--- config.mk ---
export PLATFORM = sky130hd
export DESIGN_NAME = glucose_rise_detector_core
export DESIGN_NICKNAME = d
export VERILOG_FILES = /design/src/rtl/core/grd_pkg.sv /design/src/rtl/core/glucose_rise_detector_core.sv /design/src/rtl/core/grd_rate_cmp.sv /design/src/rtl/core/grd_eval.sv /design/src/rtl/core/grd_out_queue.sv
export VERILOG_INCLUDE_DIRS = /design/src /design/src/rtl/core
export SDC_FILE = /design/constraint.sdc
export NUM_CORES = 2
export LEC_CHECK = 0
export BUFFER_PORTS_ARGS = -buffer_cell sky130_fd_sc_hd__clkbuf_2
export CAP_MARGIN = 20
export CORE_MARGIN = 4
export CORE_UTILIZATION = 60
export CTS_CLUSTER_DIAMETER = 200
export CTS_CLUSTER_SIZE = 10
export DETAILED_ROUTE_END_ITERATION = 10
export GPL_TIMING_DRIVEN = 0
export MAX_ROUTING_LAYER = met4
export PLACE_DENSITY = 0.73
export REMOVE_ABC_BUFFERS = 1
export SYNTH_ARGS = -nofsm -noshare
export SYNTH_HDL_FRONTEND = slang
export SYNTH_HIERARCHICAL = 1
export SYNTH_SLANG_ARGS = --single-unit
export TNS_END_PERCENT = 100
--- constraint.sdc ---
create_clock -name clock -period 20.5 [get_ports clock]
set_input_delay 1.025 -clock clock [delete_from_list [all_inputs] [get_ports clock]]
set_output_delay 1.025 -clock clock [all_outputs]
set_load 0.05 [all_outputs]
--- src/rtl/core/glucose_rise_detector_core_assert.svh ---
// Assertion macros for the glucose rise detector core.
// Needs nothing else; taken in by the top level with an include.
`ifndef GLUCOSE_RISE_DETECTOR_CORE_ASSERT_SVH
`define GLUCOSE_RISE_DETECTOR_CORE_ASSERT_SVH

// Same-cycle implication, skipped while reset is high
`define GRD_ASSERT_IMP(label, clk, rst, ante, cons) \
   label: assert property (@(posedge clk) disable iff (rst) (ante) |-> (cons)) \
      else $error("glucose rise detector: assertion failed");

// Next-cycle implication, skipped while reset is high
`define GRD_ASSERT_NXT(label, clk, rst, ante, cons) \
   label: assert property (@(posedge clk) disable iff (rst) (ante) |=> (cons)) \
      else $error("glucose rise detector: assertion failed");

`endif

--- src/rtl/core/grd_pkg.sv ---
// Package of the glucose rise detector: beat types, control structs, constants.
// Depends on nothing; used by every module of the core.
package grd_pkg;

   localparam int TIME_W      = 32;
   localparam int GLU_W       = 10;
   localparam int CSR_W       = 10;
   localparam int RATE_SCALE  = 3600;
   localparam int RATE_A      = 95;
   localparam int RATE_B      = 90;
   localparam int SEC_PER_MIN = 60;
   localparam int MAX_RESULTS = 4;
   localparam int HIST_DEPTH  = 3;
   localparam int CNT_W       = 3;
   localparam int GAP_SEC_W   = 16;

   localparam logic [CSR_W-1:0] GAP_MINUTES_RST       = 10'd15;
   localparam logic [CSR_W-1:0] GLUCOSE_THRESHOLD_RST = 10'd130;

   typedef enum logic [0:0] {
      CSR_GAP_MINUTES       = 1'b0,
      CSR_GLUCOSE_THRESHOLD = 1'b1
   } csr_index_type;

   typedef struct packed {
      logic [TIME_W-1:0] sample_time;
      logic [GLU_W-1:0]  glucose;
      logic              sample_valid;
      logic              series_end;
   } req_type;

   typedef struct packed {
      logic rise_flag;
      logic rise_onset;
      logic last_of_run;
   } rsp_type;

   // Results caused by one sample, entry 0 goes out first
   typedef struct packed {
      rsp_type [MAX_RESULTS-1:0] entries;
      logic [CNT_W-1:0]          count;
   } grd_grp_type;

   // Result queue status towards the input stage
   typedef struct packed {
      logic [CNT_W-1:0] count;
      logic             can_load;
   } grd_q_stat_type;

endpackage

--- src/rtl/core/glucose_rise_detector_core.sv ---
// Top level of the glucose rise detector: input register, settings, evaluation
// and result queue. Uses grd_pkg, grd_eval, grd_out_queue and the assert header.
//
//   channel  direction  handshake              payload
//   req      in         req_valid / req_ready  req_data  (grd_pkg::req_type)
//   rsp      out        rsp_valid / rsp_ready  rsp_data  (grd_pkg::rsp_type)
//   csr      in         csr_wr_en              csr_index, csr_wdata
//
// One sample a cycle is taken while req_ready is high; a sample waits in the
// input register until the queue can take its group. A series end gives up
// to four results, sent one beat a cycle while rsp_ready is high; the queue
// takes the next group when it has at most one beat left and that beat goes.
// Reset is synchronous, clears all series state and resets the settings to defaults.
// A stalled rsp side fills the input register, then drops req_ready.
`include "glucose_rise_detector_core_assert.svh"

module glucose_rise_detector_core (
   input  logic                      clock,
   input  logic                      reset,
   input  logic                      req_valid,
   output logic                      req_ready,
   input  grd_pkg::req_type          req_data,
   output logic                      rsp_valid,
   input  logic                      rsp_ready,
   output grd_pkg::rsp_type          rsp_data,
   input  logic                      csr_wr_en,
   input  grd_pkg::csr_index_type    csr_index,
   input  logic [grd_pkg::CSR_W-1:0] csr_wdata
);
   import grd_pkg::*;

   logic              in_valid_ff, in_valid_in;
   req_type           in_data_ff;
   logic [CSR_W-1:0]  gap_ff, threshold_ff;
   logic              advance;
   grd_grp_type       group;
   grd_q_stat_type    q_stat;

   // settings
   always_ff @(posedge clock) begin
      if (reset) begin
         gap_ff       <= GAP_MINUTES_RST;
         threshold_ff <= GLUCOSE_THRESHOLD_RST;
      end else if (csr_wr_en) begin
         case (csr_index)
            CSR_GAP_MINUTES:       gap_ff       <= csr_wdata;
            CSR_GLUCOSE_THRESHOLD: threshold_ff <= csr_wdata;
            default: ;
         endcase
      end
   end

   // input register, moves on when the queue can take its group
   always_comb begin
      advance     = in_valid_ff & q_stat.can_load;
      req_ready   = ~in_valid_ff | advance;
      in_valid_in = (req_valid & req_ready) | (in_valid_ff & ~advance);
   end

   always_ff @(posedge clock) begin
      if (reset) begin
         in_valid_ff <= 1'b0;
      end else begin
         in_valid_ff <= in_valid_in;
      end
   end

   always_ff @(posedge clock) begin
      if (req_valid && req_ready) begin
         in_data_ff <= req_data;
      end
   end

   grd_eval u_eval (
      .clock             (clock),
      .reset             (reset),
      .in_data           (in_data_ff),
      .advance           (advance),
      .gap_minutes       (gap_ff),
      .glucose_threshold (threshold_ff),
      .group             (group)
   );

   grd_out_queue u_queue (
      .clock     (clock),
      .reset     (reset),
      .load      (advance),
      .group     (group),
      .rsp_valid (rsp_valid),
      .rsp_ready (rsp_ready),
      .rsp_data  (rsp_data),
      .stat      (q_stat)
   );

   // checks
   `GRD_ASSERT_IMP(a_queue_depth, clock, reset, 1'b1, q_stat.count <= CNT_W'(MAX_RESULTS))
   `GRD_ASSERT_IMP(a_onset, clock, reset, rsp_valid && rsp_data.rise_onset, rsp_data.rise_flag)
   `GRD_ASSERT_NXT(a_stall_hold, clock, reset, in_valid_ff && !advance, in_valid_ff)
   `GRD_ASSERT_NXT(a_stall_data, clock, reset, in_valid_ff && !advance, $stable(in_data_ff))

endmodule

--- src/rtl/core/grd_rate_cmp.sv ---
// Division-free rate test: is (g_new-g_old)/(t_new-t_old) in mg/dL per hour
// at least 95 (sel_b low) or 90 (sel_b high). Uses grd_pkg.
module grd_rate_cmp (
   input  logic [grd_pkg::GLU_W-1:0]  g_new,
   input  logic [grd_pkg::GLU_W-1:0]  g_old,
   input  logic [grd_pkg::TIME_W-1:0] t_new,
   input  logic [grd_pkg::TIME_W-1:0] t_old,
   input  logic                       sel_b,
   output logic                       hit
);
   import grd_pkg::*;

   logic signed [GLU_W:0]  dg;
   logic signed [TIME_W:0] dt;
   logic signed [41:0]     lhs;
   logic signed [41:0]     rhs;

   // differences, then both sides scaled by constants
   always_comb begin
      dg  = $signed({1'b0, g_new}) - $signed({1'b0, g_old});
      dt  = $signed({1'b0, t_new}) - $signed({1'b0, t_old});
      lhs = 42'(dg) * 42'sd3600;
      if (sel_b) begin
         rhs = 42'(dt) * 42'sd90;
      end else begin
         rhs = 42'(dt) * 42'sd95;
      end
      if (dt > 0) begin
         hit = (lhs >= rhs);
      end else if (dt < 0) begin
         hit = (lhs <= rhs);
      end else begin
         hit = (dg > 0);
      end
   end

endmodule

--- src/rtl/core/grd_eval.sv ---
// Per-sample evaluation: sample history, trigger rules, marking windows and
// the group of results each sample causes. Uses grd_pkg and grd_rate_cmp.
module grd_eval (
   input  logic                      clock,
   input  logic                      reset,
   input  grd_pkg::req_type          in_data,
   input  logic                      advance,
   input  logic [grd_pkg::CSR_W-1:0] gap_minutes,
   input  logic [grd_pkg::CSR_W-1:0] glucose_threshold,
   output grd_pkg::grd_grp_type      group
);
   import grd_pkg::*;

   logic [GLU_W-1:0]  past_glucose_ff [HIST_DEPTH];
   logic [TIME_W-1:0] past_time_ff    [HIST_DEPTH];
   logic [HIST_DEPTH-1:0] past_valid_ff, past_valid_in;
   logic [1:0]        seen_ff, seen_in;
   logic [TIME_W-1:0] start_a_ff, start_a_in, start_b_ff, start_b_in;
   logic              open_a_ff, open_a_in, open_b_ff, open_b_in;
   logic              pending_ff, pending_in;
   logic              prev_flag_ff, prev_flag_in;

   logic a1, a2, b1, b2, b3;
   logic full, all_valid, trig_a, trig_b;
   logic [TIME_W-1:0] start_a_eff, start_b_eff;
   logic              open_a_eff, open_b_eff;
   logic signed [TIME_W:0] d_a, d_b;
   logic [GAP_SEC_W-1:0]   gap_sec;
   logic amark, bmark, f0;
   logic shift, clear;

   // five rate tests in parallel
   grd_rate_cmp u_a1 (.g_new(in_data.glucose), .g_old(past_glucose_ff[0]),
      .t_new(in_data.sample_time), .t_old(past_time_ff[0]), .sel_b(1'b0), .hit(a1));
   grd_rate_cmp u_a2 (.g_new(past_glucose_ff[0]), .g_old(past_glucose_ff[1]),
      .t_new(past_time_ff[0]), .t_old(past_time_ff[1]), .sel_b(1'b0), .hit(a2));
   grd_rate_cmp u_b1 (.g_new(in_data.glucose), .g_old(past_glucose_ff[0]),
      .t_new(in_data.sample_time), .t_old(past_time_ff[0]), .sel_b(1'b1), .hit(b1));
   grd_rate_cmp u_b2 (.g_new(past_glucose_ff[0]), .g_old(past_glucose_ff[1]),
      .t_new(past_time_ff[0]), .t_old(past_time_ff[1]), .sel_b(1'b1), .hit(b2));
   grd_rate_cmp u_b3 (.g_new(past_glucose_ff[1]), .g_old(past_glucose_ff[2]),
      .t_new(past_time_ff[1]), .t_old(past_time_ff[2]), .sel_b(1'b1), .hit(b3));

   // triggers and windows
   always_comb begin
      full      = (seen_ff == 2'd3);
      all_valid = in_data.sample_valid & (&past_valid_ff);
      trig_a    = full & all_valid & a1 & a2 & (glucose_threshold <= past_glucose_ff[1]);
      trig_b    = full & all_valid & ~trig_a & b3 & (b2 | b1)
                  & (glucose_threshold <= past_glucose_ff[2]);
      start_a_eff = trig_a ? in_data.sample_time : start_a_ff;
      open_a_eff  = trig_a | open_a_ff;
      start_b_eff = trig_b ? in_data.sample_time : start_b_ff;
      open_b_eff  = trig_b | open_b_ff;
      gap_sec = GAP_SEC_W'(gap_minutes * SEC_PER_MIN);
      d_a = $signed({1'b0, in_data.sample_time}) - $signed({1'b0, start_a_eff});
      d_b = $signed({1'b0, in_data.sample_time}) - $signed({1'b0, start_b_eff});
      amark = open_a_eff & (d_a <= $signed({{(TIME_W+1-GAP_SEC_W){1'b0}}, gap_sec}));
      bmark = open_b_eff & (d_b <= $signed({{(TIME_W+1-GAP_SEC_W){1'b0}}, gap_sec}));
      f0 = pending_ff | bmark;
   end

   // result group and next state
   always_comb begin
      group        = '0;
      shift        = ~in_data.series_end;
      clear        = in_data.series_end;
      seen_in      = seen_ff;
      start_a_in   = start_a_ff;
      start_b_in   = start_b_ff;
      open_a_in    = open_a_ff;
      open_b_in    = open_b_ff;
      pending_in   = pending_ff;
      prev_flag_in = prev_flag_ff;
      if (full) begin
         if (in_data.series_end) begin
            group.count = CNT_W'(MAX_RESULTS);
            group.entries[0].rise_flag  = f0;
            group.entries[0].rise_onset = f0 & ~prev_flag_ff;
            group.entries[1].rise_flag  = amark;
            group.entries[1].rise_onset = amark & ~f0;
            group.entries[MAX_RESULTS-1].last_of_run = 1'b1;
         end else begin
            group.count = CNT_W'(1);
            group.entries[0].rise_flag  = f0;
            group.entries[0].rise_onset = f0 & ~prev_flag_ff;
            start_a_in   = start_a_eff;
            start_b_in   = start_b_eff;
            open_a_in    = amark;
            open_b_in    = bmark;
            pending_in   = amark;
            prev_flag_in = f0;
         end
      end else if (in_data.series_end) begin
         // short series: all zero, last mark after the stored samples
         group.count = CNT_W'(seen_ff) + CNT_W'(1);
         for (int i = 0; i < MAX_RESULTS; i++) begin
            group.entries[i].last_of_run = (CNT_W'(i) == CNT_W'(seen_ff));
         end
      end else begin
         seen_in = seen_ff + 2'd1;
      end
   end

   always_comb begin
      past_valid_in = {past_valid_ff[HIST_DEPTH-2:0], in_data.sample_valid};
   end

   // control state
   always_ff @(posedge clock) begin
      if (reset || (advance && clear)) begin
         past_valid_ff <= '0;
         seen_ff       <= '0;
         start_a_ff    <= '0;
         start_b_ff    <= '0;
         open_a_ff     <= 1'b0;
         open_b_ff     <= 1'b0;
         pending_ff    <= 1'b0;
         prev_flag_ff  <= 1'b0;
      end else if (advance) begin
         if (shift) begin
            past_valid_ff <= past_valid_in;
         end
         seen_ff      <= seen_in;
         start_a_ff   <= start_a_in;
         start_b_ff   <= start_b_in;
         open_a_ff    <= open_a_in;
         open_b_ff    <= open_b_in;
         pending_ff   <= pending_in;
         prev_flag_ff <= prev_flag_in;
      end
   end

   // history of glucose and time
   always_ff @(posedge clock) begin
      if (reset || (advance && clear)) begin
         for (int i = 0; i < HIST_DEPTH; i++) begin
            past_glucose_ff[i] <= '0;
            past_time_ff[i]    <= '0;
         end
      end else if (advance && shift) begin
         for (int i = HIST_DEPTH-1; i > 0; i--) begin
            past_glucose_ff[i] <= past_glucose_ff[i-1];
            past_time_ff[i]    <= past_time_ff[i-1];
         end
         past_glucose_ff[0] <= in_data.glucose;
         past_time_ff[0]    <= in_data.sample_time;
      end
   end

endmodule

--- src/rtl/core/grd_out_queue.sv ---
// Result queue: holds the group of one sample and sends it out one beat a
// cycle while rsp_ready is high, oldest first. Uses grd_pkg.
module grd_out_queue (
   input  logic                   clock,
   input  logic                   reset,
   input  logic                   load,
   input  grd_pkg::grd_grp_type   group,
   output logic                   rsp_valid,
   input  logic                   rsp_ready,
   output grd_pkg::rsp_type       rsp_data,
   output grd_pkg::grd_q_stat_type stat
);
   import grd_pkg::*;

   rsp_type [MAX_RESULTS-1:0] entries_ff, entries_in;
   logic [CNT_W-1:0]          count_ff, count_in;
   logic                      pop;

   // pop a beat, or replace the contents with a new group
   always_comb begin
      pop        = rsp_valid & rsp_ready;
      entries_in = entries_ff;
      count_in   = count_ff;
      if (load) begin
         entries_in = group.entries;
         count_in   = group.count;
      end else if (pop) begin
         for (int i = 0; i < MAX_RESULTS-1; i++) begin
            entries_in[i] = entries_ff[i+1];
         end
         entries_in[MAX_RESULTS-1] = '0;
         count_in = count_ff - CNT_W'(1);
      end
      stat.count    = count_ff;
      stat.can_load = (count_ff == '0) || ((count_ff == CNT_W'(1)) && rsp_ready);
   end

   always_ff @(posedge clock) begin
      if (reset) begin
         count_ff <= '0;
      end else begin
         count_ff <= count_in;
      end
   end

   always_ff @(posedge clock) begin
      entries_ff <= entries_in;
   end

   assign rsp_valid = (count_ff != '0);
   assign rsp_data  = entries_ff[0];

endmodule
==> implementation parameters <==
Parameter                              Value

Outcome
  Result of the run ... finished, final reports clean

Yosys
  Most area-consuming cells after synthesis ... sky130_fd_sc_hd__ha_1 (24%), sky130_fd_sc_hd__fa_1 (21%), sky130_fd_sc_hd__inv_1 (8.5%), sky130_fd_sc_hd__edfxtp_1 (6.0%), sky130_fd_sc_hd__xnor2_1 (4.1%)
  Combinational family with the most area after synthesis ... adder cells
  Adder-cell share of the synthesized area ... between 40% and 50%
  Yosys cell types ... approximately 130
  Share of synthesized area occupied by flip-flops and latches ... ~8.2%
  Post-Syn Instances ... about 11000
  Post-synthesis compound-gate area fraction ... between 10% and 20%
  Area share of the leading cell type in the synthesized netlist ... 23.8%
  Synth async-reset ratio ... 0%
  Post-synthesis cell type with the largest combined area ... sky130_fd_sc_hd__ha_1
  Simple-gate share of the synthesized area ... 11.3%
  Count of synthesis-stage warnings from yosys ... 6
  Post-synthesis mux area share ... under 10%
  Total of flip-flops plus latches after synthesis ... roughly 280
  Mean cell area of the mapped netlist ... roughly 8.6 µm²
  Count of flip-flops with a built-in enable after synthesis ... around 180
  Area of the mapped netlist ... 90500 µm²
  Main synth FF type ... sky130_fd_sc_hd__edfxtp_1
  Post-Synth XOR/XNOR Area ... 7.53%

Worst setup path
  Stage delay of the slowest cell on the critical path ... 0.83 ns
  Type of the setup path with the least slack ... reg2reg
  Highest net fanout along the worst path ... 23
  Critical Path Source ... u_eval/past_time_ff[0][1]$_SDFFCE_PN0P_
  R2r setup slk ... between 2 and 2.5 ns
  Startpoint of the worst register-to-register path ... u_eval/past_time_ff[0][1]$_SDFFCE_PN0P_
  Slowest-stage cell, CP ... sky130_fd_sc_hd__edfxtp_1
  Cells on worst reg2reg path ... ~70
  Endpoint class of the critical path ... flop
  Arrival @ worst endpoint ... ~19 ns
  R2R Path End ... u_queue/entries_ff[4]$_DFFE_PP_
  Data required time of the critical path ... roughly 21 ns
  Worst setup path endpoint ... u_queue/entries_ff[4]$_DFFE_PP_
  Kind of start point of the critical path ... flop

Final layout
  Layout net count ... between 10000 and 15000
  Commonest cells after routing, fill and taps aside ... sky130_fd_sc_hd__inv_1 (2042), sky130_fd_sc_hd__ha_1 (1723), sky130_fd_sc_hd__fa_1 (937), sky130_fd_sc_hd__a21oi_1 (690), sky130_fd_sc_hd__nor2_1 (548)
  Area overhead of the layout relative to synthesis ... 4.64%
  Most frequent standard cell in the layout excluding fill and tap cells ... sky130_fd_sc_hd__inv_1
  Proportion of layout cells with a drive suffix above 1 ... about 3.7%

Clocking
  CTS hold repair buffers ... 0
  Total number of H-tree levels ... 1
  Reg clk slew, reported paths ... around 0.060 ns
  Total number of clock tree sinks ... around 280
  Setup Fix Bufs, Post-CTS ... 0
  Buffer depth of the longest clock path ... 3
  TritonCTS clock tree ... yes
  Worst skew pair latency ... between 0.5 and 0.6 ns
  Count of instances resized after the clock tree is built ... 0
  Number of buffers inserted during clock tree synthesis ... 31
  Clock root buffer master ... sky130_fd_sc_hd__clkbuf_16

Detailed routing
  Via count ... 74487
  Total Routed Length ... approximately 240000 µm
  Antenna-violating nets left ... 0
  Detailed-router iteration count before antenna repair ... 8
  Detail-routed via count per cell ... between 5 and 6
  DRC Markers ... 0
  Iter 0 DRT Violations ... 5428
  Routed length per placed instance ... a little under 20 µm

STA
  Final hold violations ... 0
  Actual slew at the worst max-slew pin ... around 1.2 ns
  Setup skew after layout ... 0.0191 ns
  Number of setup violations in the final report ... 0
  Final critical-path required period ... 18.32 ns
  Total Neg Setup Slack ... 0 ns
  Timing-limited maximum frequency ... about 55 MHz
  Share of the cycle needed by the critical path after routing ... slightly below 90%
  RSZ-0062 raised after global routing ... false
  Worst max-slew margin expressed relative to the limit ... between 15 and 20%
  Pins over their slew limit ... 0

Floorplan
  Chip height ... 396 µm
  Effective utilization at floorplan ... 60.4%
  Rows ... around 140
  X dimension of the die ... 396 µm
  Die Outline Area ... about 160000 µm²
  Area of the core region ... between 100000 and 150000 µm²
  I/O pin count ... 65

Global routing
  Global-route wire length before repair ... roughly 390000 µm
  All-layer global routing usage ... approximately a third
  Pin count of the biggest net entering global routing ... 74
  Number of antenna violations at the first check in global routing ... 9
  Via count of the first global-routing pass ... between 70000 and 80000
  Total overflow reported by the global router ... 0

Placed design
  Count of port buffers added during placement ... 64
  DP HPWL ... just over 200000 µm
  Routability cong. ... ~1

Worst hold path
  Path type of the worst min-delay path ... reg2reg

Flow run
  Max-capacitance violation count ... 0
layer usage:
metal  global-route usage [%]  routed length, µm  vias to the layer above
met1                     41.0             105000                    36092
met5                        -                  0                        -
met4                     10.6               9930                        0
met2                     51.3             113000                     2367
li1                         -                  -                    35556
met3                     3.23              15100                      472
logic make-up (layout without fill, tap and decap cells):
group	count (synthesis)	count (layout)
flops	278	278
simple gates	2059	2059
fa+ha+maj	2680	2680
compound gates	2377	2377
other cells	2	16
buf+inv	2258	2264
mux	143	143
xor+xnor	771	771
registers in the layout, summed over array words and instances, names as in the netlist, 2 cells and up:
register / flops
u_eval/past_glucose_ff: 30
u_queue/count_ff: 3
threshold_ff: 10
u_eval/past_valid_ff: 3
u_eval/start_b_ff: 32
u_eval/past_time_ff: 96
in_data_ff: 44
u_eval/seen_ff: 2
gap_ff: 10
u_eval/start_a_ff: 32
u_queue/entries_ff: 9
u_queue/rsp_data: 3
cells in the mapped netlist, types with 108 or more instances:
library cell / n
sky130_fd_sc_hd__a211oi_1: 146
sky130_fd_sc_hd__a21o_1: 399
sky130_fd_sc_hd__a21oi_1: 690
sky130_fd_sc_hd__and2_1: 160
sky130_fd_sc_hd__clkbuf_1: 152
sky130_fd_sc_hd__edfxtp_1: 182
sky130_fd_sc_hd__fa_1: 937
sky130_fd_sc_hd__ha_1: 1723
sky130_fd_sc_hd__inv_1: 2043
sky130_fd_sc_hd__mux2i_1: 129
sky130_fd_sc_hd__nand2_1: 495
sky130_fd_sc_hd__nand2b_1: 138
sky130_fd_sc_hd__nand3_1: 136
sky130_fd_sc_hd__nand4_1: 108
sky130_fd_sc_hd__nor2_1: 551
sky130_fd_sc_hd__nor3_1: 118
sky130_fd_sc_hd__o21ai_0: 469
sky130_fd_sc_hd__xnor2_1: 424
sky130_fd_sc_hd__xor2_1: 339
worst max-delay path, delay by kind of cell, from the launching register on:
kind	cells	cell delay [ns]
buf+inv	6	0.92
fa+ha+maj	9	3.77
mux	4	1.25
xor+xnor	2	0.92
flops	1	0.83
compound gates	27	6.48
simple gates	21	3.87
per-stage QoR:
step / area [µm²] / utilization [%] / hold WS (ns) / instances / worst slack (ns)
floorplan: 89600 / - / 0.449 / 10365 / 4.31
global placement: 92500 / 61.7 / 0.462 / 12445 / -0.471
detailed placement: 93700 / 62.5 / 0.479 / 12527 / 2.61
CTS: 94600 / 63.1 / 0.495 / 12584 / 2.49
global route: 94700 / 63.2 / 0.508 / 12602 / 1.19
finish: 94700 / 63.2 / 0.495 / 12604 / 2.18
worst min path at each step:
stage                                    startpoint                              endpoint  cells past startpoint
4_1_cts        u_eval/past_valid_ff[2]$_SDFFE_PP0P_  u_eval/past_valid_ff[2]$_SDFFE_PP0P_                      1
3_3_place_gp   u_eval/past_valid_ff[2]$_SDFFE_PP0P_  u_eval/past_valid_ff[2]$_SDFFE_PP0P_                      1
6_report         u_eval/start_a_ff[24]$_SDFFE_PP0P_    u_eval/start_a_ff[24]$_SDFFE_PP0P_                      2
5_1_grt          u_eval/start_b_ff[29]$_SDFFE_PP0P_    u_eval/start_b_ff[29]$_SDFFE_PP0P_                      2
3_5_place_dp   u_eval/past_valid_ff[2]$_SDFFE_PP0P_  u_eval/past_valid_ff[2]$_SDFFE_PP0P_                      1
2_1_floorplan  u_eval/past_valid_ff[2]$_SDFFE_PP0P_  u_eval/past_valid_ff[2]$_SDFFE_PP0P_                      1
final cells by class:
| cell class | instances | area [µm²] |
|---|---|---|
| diodes | 6 | 15.0 |
| clock buffers | 57 | 883 |
| fillers | 12972 | 55200 |
| inverters | 2047 | 7690 |
| multi-input cells | 8040 | 74900 |
| flip-flops and latches | 278 | 7390 |
| well taps | 2016 | 2520 |
| repair buffers | 160 | 1320 |
Power is left out: the tool's default activity adds up to more than one toggle a clock period on the data nets, which glitch-free logic cannot reach.
